### src/sv/brf_pkg.sv
package brf_pkg;

    localparam int DATA_W     = 32;
    localparam int NUM_REGS   = 16;
    localparam int SLOTS_PER_BANK = 8;

    // Processor modes
    localparam logic [4:0] MODE_USR = 5'h10;
    localparam logic [4:0] MODE_FIQ = 5'h11;
    localparam logic [4:0] MODE_IRQ = 5'h12;
    localparam logic [4:0] MODE_SVC = 5'h13;
    localparam logic [4:0] MODE_ABT = 5'h17;
    localparam logic [4:0] MODE_UND = 5'h1B;
    localparam logic [4:0] MODE_SYS = 5'h1F;

    // Bank numbers
    localparam logic [2:0] BANK_USR = 3'd0;
    localparam logic [2:0] BANK_FIQ = 3'd1;
    localparam logic [2:0] BANK_IRQ = 3'd2;
    localparam logic [2:0] BANK_SVC = 3'd3;
    localparam logic [2:0] BANK_ABT = 3'd4;
    localparam logic [2:0] BANK_UND = 3'd5;

    // Saved status write masks
    localparam logic [DATA_W-1:0] SPSR_MASK_OLD = 32'hF000_00FF;
    localparam logic [DATA_W-1:0] SPSR_MASK_NEW = 32'hF800_00FF;

    // Slots of a bank in the banked store
    localparam logic [2:0] SLOT_R8  = 3'd0;
    localparam logic [2:0] SLOT_R12 = 3'd4;
    localparam logic [2:0] SLOT_R13 = 3'd6;
    localparam logic [2:0] SLOT_R14 = 3'd7;

    localparam logic [3:0] REG_R13 = 4'd13;
    localparam logic [3:0] REG_R14 = 4'd14;
    localparam logic [3:0] REG_PC  = 4'd15;

    typedef enum logic [2:0] {
        OP_RDREG        = 3'd0,
        OP_WRREG        = 3'd1,
        OP_RDCPSR       = 3'd2,
        OP_WRCPSR       = 3'd3,
        OP_RDSPSR       = 3'd4,
        OP_WRSPSR       = 3'd5,
        OP_CPSR_TO_SPSR = 3'd6,
        OP_SPSR_TO_CPSR = 3'd7
    } op_t;

    typedef enum logic [1:0] {
        ST_IDLE,
        ST_EXEC,
        ST_SWAP,
        ST_FIN
    } state_t;

    typedef struct packed {
        logic       ok;
        logic [2:0] idx;
    } bank_sel_t;

    // Map a mode field to its register bank
    function automatic bank_sel_t bank_of(logic [4:0] mode);
        bank_sel_t sel;
        sel.ok  = 1'b1;
        sel.idx = BANK_USR;
        case (mode)
            MODE_USR, MODE_SYS: sel.idx = BANK_USR;
            MODE_FIQ:           sel.idx = BANK_FIQ;
            MODE_IRQ:           sel.idx = BANK_IRQ;
            MODE_SVC:           sel.idx = BANK_SVC;
            MODE_ABT:           sel.idx = BANK_ABT;
            MODE_UND:           sel.idx = BANK_UND;
            default:            sel.ok  = 1'b0;
        endcase
        return sel;
    endfunction

    // Assemble the status word; Q shows only on the newer core
    function automatic logic [DATA_W-1:0] status_word(logic [4:0] mode, logic thumb,
                                                      logic [6:0] flags, logic core_kind);
        logic [DATA_W-1:0] v;
        v         = '0;
        v[4:0]    = mode;
        v[5]      = thumb;
        v[6]      = flags[0];
        v[7]      = flags[1];
        v[27]     = flags[2] & core_kind;
        v[31:28]  = flags[6:3];
        return v;
    endfunction

    // Visible register that a bank slot shadows
    function automatic logic [3:0] slot_to_reg(logic [2:0] slot);
        logic [3:0] r;
        if (slot == SLOT_R13) begin
            r = REG_R13;
        end
        else if (slot == SLOT_R14) begin
            r = REG_R14;
        end
        else begin
            r = {1'b1, slot};
        end
        return r;
    endfunction

endpackage

### src/sv/banked_register_file_psr.sv
// Banked register file with current and saved status words. Requests are
// taken one at a time: each is accepted, executed once the response register
// is free and its response registered. A status write (or a saved-to-current
// copy outside user and system modes) that names a valid mode also exchanges
// the banked registers through the banked store one slot per cycle, bounded
// by that store's single write port: 2 slots (r13, r14) in general, 7 slots
// when the fast-interrupt bank is left or entered. The response register lets
// a new request be accepted while a response still waits. Both register
// memories read zero until written, so no clearing pass is needed after reset;
// core_kind is to be written only while idle, a rule left to the user.
module banked_register_file_psr
    import brf_pkg::*;
#(
    parameter int NUM_BANKS = 6
)
(
    input  logic              clk,
    input  logic              rst_n,
    input  logic              cfg_write_en,
    input  logic              cfg_write_data,
    input  logic              req_valid,
    output logic              req_stall,
    input  logic [2:0]        op,
    input  logic [3:0]        reg_index,
    input  logic [DATA_W-1:0] value,
    input  logic [2:0]        spsr_bank,
    output logic              rsp_valid,
    input  logic              rsp_stall,
    output logic [DATA_W-1:0] read_data,
    output logic              flush_request,
    output logic              bad_mode
);

    localparam int BANK_W      = $clog2(NUM_BANKS);
    localparam int STORE_DEPTH = NUM_BANKS * SLOTS_PER_BANK;
    localparam int STORE_AW    = $clog2(STORE_DEPTH);
    localparam int VIS_AW      = $clog2(NUM_REGS);

    function automatic logic bank_fits(logic [2:0] b);
        return {1'b0, b} < 4'(NUM_BANKS);
    endfunction

    state_t            state_reg, state_next;

    op_t               cap_op_reg;
    logic [3:0]        cap_idx_reg;
    logic [DATA_W-1:0] cap_value_reg;
    logic [2:0]        cap_sb_reg;

    logic [4:0]        mode_reg, mode_next;
    logic              thumb_reg, thumb_next;
    logic [6:0]        flags_reg, flags_next;
    logic              core_kind_reg, core_kind_next;
    logic [DATA_W-1:0] saved_reg [NUM_BANKS];
    logic [DATA_W-1:0] saved_next [NUM_BANKS];

    logic [2:0]        slot_reg, slot_next;
    logic [BANK_W-1:0] old_bank_reg, old_bank_next;
    logic [BANK_W-1:0] new_bank_reg, new_bank_next;
    logic              same_bank_reg, same_bank_next;
    logic              wr_valid_reg, wr_valid_next;
    logic [2:0]        wr_slot_reg, wr_slot_next;
    logic              res_flush_reg, res_flush_next;

    logic              rsp_valid_reg, rsp_valid_next;
    logic [DATA_W-1:0] read_data_reg, read_data_next;
    logic              flush_reg, flush_next;
    logic              bad_reg, bad_next;

    logic              accept;
    logic              out_free;
    logic              exec_fire;
    logic              swap_start;
    logic              fin_fire;

    bank_sel_t         cur_sel;
    logic              cur_ok;
    logic [BANK_W-1:0] cur_bank;
    logic              cb_pos;
    logic [DATA_W-1:0] status_now;
    logic [DATA_W-1:0] spsr_mask;
    logic [DATA_W-1:0] cur_saved;
    logic [DATA_W-1:0] wsrc;
    bank_sel_t         new_sel;
    logic              new_ok;
    logic [BANK_W-1:0] new_bank;
    logic              is_sw;
    logic              sw_go;
    logic              sw_bad;
    logic              fiq_swap;
    logic              sb_ok;
    logic [DATA_W-1:0] spsr_rd;
    logic [DATA_W-1:0] res_data;
    logic              res_flush;

    logic                vis_we;
    logic [VIS_AW-1:0]   vis_waddr;
    logic [DATA_W-1:0]   vis_wdata;
    logic [VIS_AW-1:0]   vis_raddr;
    logic [DATA_W-1:0]   vis_rdata;
    logic                store_we;
    logic [STORE_AW-1:0] store_waddr;
    logic [STORE_AW-1:0] store_raddr;
    logic [DATA_W-1:0]   store_rdata;

    // Visible registers r0-r15
    brf_ram #(.DEPTH(NUM_REGS)) u_vis_ram (
        .clk   (clk),
        .rst_n (rst_n),
        .we    (vis_we),
        .waddr (vis_waddr),
        .wdata (vis_wdata),
        .raddr (vis_raddr),
        .rdata (vis_rdata)
    );

    // Banked copies, eight slots per bank
    brf_ram #(.DEPTH(STORE_DEPTH)) u_store_ram (
        .clk   (clk),
        .rst_n (rst_n),
        .we    (store_we),
        .waddr (store_waddr),
        .wdata (vis_rdata),
        .raddr (store_raddr),
        .rdata (store_rdata)
    );

    // Decode current status and the pending request
    always_comb
    begin
        cur_sel    = bank_of(mode_reg);
        cur_ok     = cur_sel.ok && bank_fits(cur_sel.idx);
        cur_bank   = cur_ok ? cur_sel.idx[BANK_W-1:0] : '0;
        cb_pos     = cur_ok && (cur_sel.idx != BANK_USR);
        status_now = status_word(mode_reg, thumb_reg, flags_reg, core_kind_reg);
        spsr_mask  = core_kind_reg ? SPSR_MASK_NEW : SPSR_MASK_OLD;
        cur_saved  = saved_reg[cur_bank];

        wsrc     = (cap_op_reg == OP_SPSR_TO_CPSR) ? cur_saved : cap_value_reg;
        new_sel  = bank_of(wsrc[4:0]);
        new_ok   = new_sel.ok && bank_fits(new_sel.idx);
        new_bank = new_sel.idx[BANK_W-1:0];
        is_sw    = (cap_op_reg == OP_WRCPSR) || ((cap_op_reg == OP_SPSR_TO_CPSR) && cb_pos);
        sw_go    = is_sw && new_ok;
        sw_bad   = is_sw && !new_ok;
        fiq_swap = (new_sel.idx == BANK_FIQ) || (3'(cur_bank) == BANK_FIQ);

        sb_ok = bank_fits(cap_sb_reg);
        if (cap_sb_reg == BANK_USR)
        begin
            spsr_rd = status_now;
        end
        else if (sb_ok)
        begin
            spsr_rd = saved_reg[cap_sb_reg[BANK_W-1:0]];
        end
        else
        begin
            spsr_rd = '0;
        end

        case (cap_op_reg)
            OP_RDREG:  res_data = vis_rdata;
            OP_RDCPSR: res_data = status_now;
            OP_RDSPSR: res_data = spsr_rd;
            default:   res_data = '0;
        endcase
        res_flush = (cap_op_reg == OP_WRREG) && (cap_idx_reg == REG_PC);
    end

    // Next state
    always_comb
    begin
        state_next = state_reg;
        case (state_reg)
            ST_IDLE:
            begin
                if (req_valid)
                begin
                    state_next = ST_EXEC;
                end
            end
            ST_EXEC:
            begin
                if (sw_go)
                begin
                    state_next = ST_SWAP;
                end
                else if (out_free)
                begin
                    state_next = ST_IDLE;
                end
            end
            ST_SWAP:
            begin
                if (slot_reg == SLOT_R14)
                begin
                    state_next = ST_FIN;
                end
            end
            ST_FIN:
            begin
                if (out_free)
                begin
                    state_next = ST_IDLE;
                end
            end
            default: state_next = ST_IDLE;
        endcase
    end

    // State outputs and memory port selection
    always_comb
    begin
        req_stall  = (state_reg != ST_IDLE);
        accept     = (state_reg == ST_IDLE) && req_valid;
        out_free   = !rsp_valid_reg || !rsp_stall;
        exec_fire  = (state_reg == ST_EXEC) && !sw_go && out_free;
        swap_start = (state_reg == ST_EXEC) && sw_go;
        fin_fire   = (state_reg == ST_FIN) && out_free;

        case (state_reg)
            ST_IDLE: vis_raddr = reg_index;
            ST_SWAP: vis_raddr = slot_to_reg(slot_reg);
            default: vis_raddr = cap_idx_reg;
        endcase

        vis_we = wr_valid_reg || (exec_fire && (cap_op_reg == OP_WRREG));
        if (wr_valid_reg)
        begin
            vis_waddr = slot_to_reg(wr_slot_reg);
            vis_wdata = same_bank_reg ? vis_rdata : store_rdata;
        end
        else
        begin
            vis_waddr = cap_idx_reg;
            vis_wdata = cap_value_reg;
        end

        store_we    = wr_valid_reg;
        store_waddr = {old_bank_reg, wr_slot_reg};
        store_raddr = {new_bank_reg, slot_reg};
    end

    // Status, saved status and swap sequencing
    always_comb
    begin
        mode_next      = mode_reg;
        thumb_next     = thumb_reg;
        flags_next     = flags_reg;
        core_kind_next = cfg_write_en ? cfg_write_data : core_kind_reg;
        saved_next     = saved_reg;
        slot_next      = slot_reg;
        old_bank_next  = old_bank_reg;
        new_bank_next  = new_bank_reg;
        same_bank_next = same_bank_reg;
        wr_valid_next  = 1'b0;
        wr_slot_next   = wr_slot_reg;
        res_flush_next = res_flush_reg;

        // Commit a valid status write and start the exchange
        if (swap_start)
        begin
            mode_next      = wsrc[4:0];
            thumb_next     = wsrc[5];
            flags_next     = {wsrc[31:27], wsrc[7:6]};
            res_flush_next = (wsrc[5] != thumb_reg);
            old_bank_next  = cur_bank;
            new_bank_next  = new_bank;
            same_bank_next = (cur_bank == new_bank);
            slot_next      = fiq_swap ? SLOT_R8 : SLOT_R13;
        end

        // Advance one slot: read now, write back next cycle
        if (state_reg == ST_SWAP)
        begin
            wr_valid_next = 1'b1;
            wr_slot_next  = slot_reg;
            slot_next     = (slot_reg == SLOT_R12) ? SLOT_R13 : slot_reg + 3'd1;
        end

        // Saved status updates
        if (exec_fire)
        begin
            if ((cap_op_reg == OP_WRSPSR) && (cap_sb_reg != BANK_USR) && sb_ok)
            begin
                saved_next[cap_sb_reg[BANK_W-1:0]] = cap_value_reg & spsr_mask;
            end
            if ((cap_op_reg == OP_CPSR_TO_SPSR) && cb_pos)
            begin
                saved_next[cur_bank] = status_now & spsr_mask;
            end
        end
    end

    // Response register
    always_comb
    begin
        rsp_valid_next = rsp_valid_reg;
        read_data_next = read_data_reg;
        flush_next     = flush_reg;
        bad_next       = bad_reg;
        if (exec_fire)
        begin
            rsp_valid_next = 1'b1;
            read_data_next = res_data;
            flush_next     = res_flush;
            bad_next       = sw_bad;
        end
        else if (fin_fire)
        begin
            rsp_valid_next = 1'b1;
            read_data_next = '0;
            flush_next     = res_flush_reg;
            bad_next       = 1'b0;
        end
        else if (!rsp_stall)
        begin
            rsp_valid_next = 1'b0;
        end
    end

    // Control and architectural state
    always_ff @(posedge clk or negedge rst_n)
    begin
        if (!rst_n)
        begin
            state_reg     <= ST_IDLE;
            mode_reg      <= MODE_USR;
            thumb_reg     <= 1'b0;
            flags_reg     <= '0;
            core_kind_reg <= 1'b0;
            for (int i = 0; i < NUM_BANKS; i++)
            begin
                saved_reg[i] <= '0;
            end
            wr_valid_reg  <= 1'b0;
            rsp_valid_reg <= 1'b0;
        end
        else
        begin
            state_reg     <= state_next;
            mode_reg      <= mode_next;
            thumb_reg     <= thumb_next;
            flags_reg     <= flags_next;
            core_kind_reg <= core_kind_next;
            saved_reg     <= saved_next;
            wr_valid_reg  <= wr_valid_next;
            rsp_valid_reg <= rsp_valid_next;
        end
    end

    // Request capture, swap bookkeeping and response payload
    always_ff @(posedge clk)
    begin
        if (accept)
        begin
            cap_op_reg    <= op_t'(op);
            cap_idx_reg   <= reg_index;
            cap_value_reg <= value;
            cap_sb_reg    <= spsr_bank;
        end
        slot_reg      <= slot_next;
        old_bank_reg  <= old_bank_next;
        new_bank_reg  <= new_bank_next;
        same_bank_reg <= same_bank_next;
        wr_slot_reg   <= wr_slot_next;
        res_flush_reg <= res_flush_next;
        read_data_reg <= read_data_next;
        flush_reg     <= flush_next;
        bad_reg       <= bad_next;
    end

    assign rsp_valid     = rsp_valid_reg;
    assign read_data     = read_data_reg;
    assign flush_request = flush_reg;
    assign bad_mode      = bad_reg;

    // The current mode always names a usable bank
    assert property (@(posedge clk) disable iff (!rst_n) cur_ok)
        else $error("mode register holds an unbanked mode");

    // Bank write-back only happens during the exchange or in the finish state after it
    assert property (@(posedge clk) disable iff (!rst_n)
        wr_valid_reg |-> (state_reg == ST_SWAP) || (state_reg == ST_FIN))
        else $error("bank write-back outside exchange");

    // A rejected mode never also flushes
    assert property (@(posedge clk) disable iff (!rst_n)
        rsp_valid_reg |-> !(bad_reg && flush_reg))
        else $error("response flags both bad mode and flush");

    // A non-zero read result carries no side-effect flags
    assert property (@(posedge clk) disable iff (!rst_n)
        (rsp_valid_reg && (read_data_reg != '0)) |-> (!flush_reg && !bad_reg))
        else $error("read response carries write flags");

endmodule

### src/sv/brf_ram.sv
module brf_ram
    import brf_pkg::*;
#(
    parameter int DEPTH = 16
)
(
    input  logic                     clk,
    input  logic                     rst_n,
    input  logic                     we,
    input  logic [$clog2(DEPTH)-1:0] waddr,
    input  logic [DATA_W-1:0]        wdata,
    input  logic [$clog2(DEPTH)-1:0] raddr,
    output logic [DATA_W-1:0]        rdata
);

    logic [DATA_W-1:0] mem [DEPTH];
    logic [DEPTH-1:0]  valid_reg;
    logic [DEPTH-1:0]  valid_next;
    logic              hit_reg;
    logic              hit_next;
    logic [DATA_W-1:0] rdata_reg;

    // Mark written entries; unwritten ones read as zero
    always_comb
    begin
        valid_next = valid_reg;
        if (we)
        begin
            valid_next[waddr] = 1'b1;
        end
    end

    assign hit_next = valid_reg[raddr];

    always_ff @(posedge clk or negedge rst_n)
    begin
        if (!rst_n)
        begin
            valid_reg <= '0;
        end
        else
        begin
            valid_reg <= valid_next;
        end
    end

    // Write port
    always_ff @(posedge clk)
    begin
        if (we)
        begin
            mem[waddr] <= wdata;
        end
    end

    // Registered read port
    always_ff @(posedge clk)
    begin
        rdata_reg <= mem[raddr];
        hit_reg   <= hit_next;
    end

    assign rdata = hit_reg ? rdata_reg : '0;

endmodule
### config.mk
export PLATFORM = sky130hd
export DESIGN_NAME = banked_register_file_psr
export DESIGN_NICKNAME = d
export VERILOG_FILES = /design/src/sv/brf_pkg.sv /design/src/sv/banked_register_file_psr.sv /design/src/sv/brf_ram.sv
export SDC_FILE = /design/constraint.sdc
export NUM_CORES = 2
export LEC_CHECK = 0
export CAP_MARGIN = 20
export CORE_UTILIZATION = 60
export CTS_BUF_LIST = sky130_fd_sc_hd__clkbuf_8
export DETAILED_ROUTE_END_ITERATION = 8
export DONT_BUFFER_PORTS = 1
export HOLD_SLACK_MARGIN = 0.05
export PLACE_DENSITY = 0.77
export SYNTH_ARGS = -nofsm -noshare
export SYNTH_HDL_FRONTEND = slang
export SYNTH_SLANG_ARGS = --single-unit
### constraint.sdc
create_clock -name clk -period 7.15 [get_ports clk]
set_clock_uncertainty 0.2 [all_clocks]
set_input_delay 0.715 -clock clk [delete_from_list [all_inputs] [get_ports clk]]
set_output_delay 0.715 -clock clk [all_outputs]
set_load 0.1 [all_outputs]
==> metrics.md <==
| Metric | Value |
|---|---|
| Status | complete, but fails checks |
| Violated checks | design-rule violations |
| Hpwl dp | 118.3 mm |
| EDFF count, synth | 2138 |
| Pin count of the biggest net entering global routing | 256 |
| Register area share after synthesis | 75.63% |
| Worst Setup Start Kind | flip-flop |
| Worst path cell trace | buf_12 -> ha_1 -> inv_1 -> a22oi_1 -> a211oi_1 -> a21oi_4 -> buf_4 -> mux4_2 -> nor2b_1 -> a211oi_1 -> a21oi_1 |
| Synthesized Nets | 4685 |
| Clk Latency, worst-skew pair | 1.05 ns |
| CP max stage delay | 0.78 ns |
| Worst Path Required | 7.80 ns |
| Core Footprint | 156800 sq um |
| Period utilization | 63.91% |
| Post-synth top area share | 67.52% |
| Die Y-Extent | 400.1 um |
| TritonCTS clock tree | built |
| Depth of the CTS H-tree | 5 |
| Synth unique cells | 79 |
| Pwr Density | 328.0 nW/um^2 |
| Post-CTS Setup Repair Bufs | 0 |
| FP Rows | 145 |
| Yosys reg bits | 2459 |
| Final setup viols | 0 |
| CTS Sinks | 2459 |
| Tightest Pin Transition | 1.260 ns |
| Slew margin rel. | 13.85% |
| Clock Path Buffers | 4 |
| Post-Syn Area | 95080 sq um |
| Largest area contributor in the netlist | edfxtp_1 |
| Post-route ant nets | 0 |
| Mean Syn Cell Area | 20.52 sq um |
| Mean number of vias per cell | 6.759 |
| Post-Route Setup TNS | 0 ns |
| Initial antenna violation count | 12 |
| Tot GR Track Use | 29.67% |
| Final Hold Fails | 0 |
| Crit. End Element | flip-flop |
| Commonest register cell after synthesis | edfxtp_1 |
| Full die area | 160100 sq um |
| Flip-flop count of the largest register after layout | 1536 |
| Peak Freq | 218.8 MHz |
| Max rail drop VDD | 0.2690 mV |
| Post-DR wirelength/cell | 32.05 um |
| Synth Instances | 4633 |
| Port bufs | 0 |
| Root Driver | clkbuf_8 |
| Gr ovfl total | 0 |
| Share of cells above drive strength 1 | 28.02% |
| CTS resizes | 0 |
| Vias in the first global route | 49354 |
| Final design utilization | 67.74% |
| TritonCTS buffer count | 384 |
| P&R area growth vs syn | 11.68% |
| Most numerous cell on the critical path | a211oi_1 |
| Max_cap viols | 0 |
| CP top delay family | compound AO/OA/AOI/OAI gates |
| Ys Warns | 0 |
| I/O pin total | 84 |
| Routability cong. | 0.9332 |
| Final WL | 234.7 mm |
| Initial Util | 60.66% |
| First-pass GRT wire length | 335.5 mm |
| CP max FO | 79 |
| Critical Path AT | 5.22 ns |
| Top cells by area, synth | edfxtp_1 (68%), mux4_2 (15%), dfrtp_1 (6.7%) |
| Leakage | 36.08 nW |
| Drt drc | 1 |
| CP Class | flip-flop to flip-flop |
| Unrepaired setup endpoints after global routing | false |
| Die width | 400.1 um |
| DRT Pass-1 Iters | 9 |
| Reg clk slew, reported paths | 0.08 ns |
| Buf/Inv on CP | 3 |
| FFs w/ async S/R, synth | 10.37% |
| Period minus WS final | 4.569 ns |
| 1st-iter DRT viols | 7304 |
| Slowest cell on the critical path | a21oi_4 |
| Post-layout net count | 5019 |
| Filler cell count | 9493 |
| Worst hold path type | input pin to flip-flop |
| Vias | 49489 |
| Final Max Tran Viols | 0 |
## cell families (layout without fill, tap and decap cells)
group                    count (synthesis)  after routing  share of synthesized area [%]
AO/OA/AOI/OAI                          490            490                          3.493
XOR/XNOR                                 5              5                        0.04607
adder cells (fa/ha/maj)                  4              4                        0.05264
buffers and inverters                  301            921                          1.340
flip-flops                            2459           2459                          75.63
multiplexers                           744            744                          16.10
other                                    0             11                              0
AND/OR/NAND/NOR                        630            630                          3.343
## area by class of cell
cell class | count | area, sq um | share of cell area [%]
sequential | 2459 | 71910 | 67.72
multi-input combinational | 1873 | 22490 | 21.17
clock buffer | 421 | 5794 | 5.457
tap | 2058 | 2575 | 2.425
timing repair buffer | 228 | 2048 | 1.929
clock inverter | 251 | 1270 | 1.196
inverter | 21 | 78.83 | 0.07423
antenna | 11 | 27.53 | 0.02592
## routing by layer
layer | GRT usage [%] | part of all wire (%) | up-vias
met2 | 44.35 | 46 | 3470
met4 | 11.49 | 3.9 | 4
met5 | 0 | 0.012 | -
met3 | 8.122 | 13 | 627
met1 | 42.25 | 37 | 25678
li1 | - | - | 19710
## where the power goes
| part | internal [mW] | switching, mW |
|---|---|---|
| Combinational | 1.77 | 3.72 |
| Sequential | 17.5 | 0.810 |
| Clock | 5.74 | 5.29 |
| Total | 25.0 | 9.82 |
## path summary, 6_finish.rpt
| check | start | to | slack, ns | cells after the start |
|---|---|---|---|---|
| min in group asynchronous | rst_n | u_vis_ram.valid_reg[11] | 0.16 | 2 |
| min reg2reg | saved_reg[164] | saved_reg[164] | 0.18 | 0 |
| max reg2reg | slot_reg[2] | u_vis_ram.rdata_reg[31] | 2.58 | 11 |
| min | value[31] | cap_value_reg[31] | 0.11 | 1 |
| max in group asynchronous | rst_n | u_store_ram.valid_reg[24] | 5.34 | 3 |
| max | slot_reg[2] | u_vis_ram.rdata_reg[31] | 2.58 | 11 |
## stage by stage
step / hold WS, ns / cell area, sq um / setup slack, ns / instances / power (mW)
finish: 0.1061 / 106200 / 2.581 / 7322 / 34.83
global route: 0.05993 / 106200 / 2.157 / 7317 / 35.85
CTS: 0.05041 / 105900 / 2.443 / 7283 / 34.73
detailed placement: 0.1648 / 98180 / 2.539 / 6548 / 23.81
global placement: 0.1598 / 98170 / 2.598 / 6547 / 23.61
floorplan: 0.2194 / 95080 / 2.022 / 4633 / 21.76
## Yosys cell counts, types with 11 or more instances
library cell	number
and3_1	11
dfrtp_1	254
a21oi_1	145
o32a_1	15
dfxtp_1	66
buf_2	65
a211oi_1	35
nor3_1	14
nand3_1	20
mux2i_1	104
clkbuf_1	175
o21ai_0	85
nor2b_1	136
and2_1	40
buf_1	29
o22ai_1	48
a22o_1	18
nand2_1	142
nor2_1	177
or2_2	53
a22oi_1	54
mux4_2	627
inv_1	20
a221o_1	13
edfxtp_1	2138
## cells in the final DEF, fill, tap and decap left out, types with 6 or more instances in the layout
| cell | n |
|---|---|
| and3_1 | 6 |
| nor3_1 | 7 |
| nor3_2 | 8 |
| dfxtp_1 | 66 |
| a22o_1 | 18 |
| or2_2 | 53 |
| mux4_2 | 627 |
| buf_12 | 11 |
| bufinv_16 | 10 |
| o21ai_0 | 85 |
| clkinv_2 | 33 |
| dfrtp_1 | 253 |
| nor2b_1 | 135 |
| dlygate4sd3_1 | 62 |
| mux2i_1 | 104 |
| a21oi_4 | 13 |
| buf_4 | 152 |
| nor2_1 | 120 |
| nand4_1 | 6 |
| o22ai_1 | 47 |
| o32a_1 | 15 |
| nand2_1 | 141 |
| a222oi_1 | 7 |
| nand3_1 | 20 |
| and2_1 | 9 |
| inv_1 | 162 |
| diode_2 | 11 |
| mux2_2 | 9 |
| clkbuf_8 | 421 |
| nor2_4 | 56 |
| edfxtp_1 | 2138 |
| a211oi_1 | 35 |
| a221oi_1 | 8 |
| clkinv_1 | 60 |
| and2_2 | 31 |
| a21oi_1 | 137 |
| a31oi_1 | 10 |
| a221o_1 | 13 |
| a22oi_1 | 54 |
## what timing repair did
| item | in CTS | in global routing |
|---|---|---|
| hold buffers | 63 | 0 |
| endpoints found under the hold margin | 305 | 0 |
| setup endpoints to repair | 0 | 0 |
No activity file was read; power rests on OpenSTA's default activity.
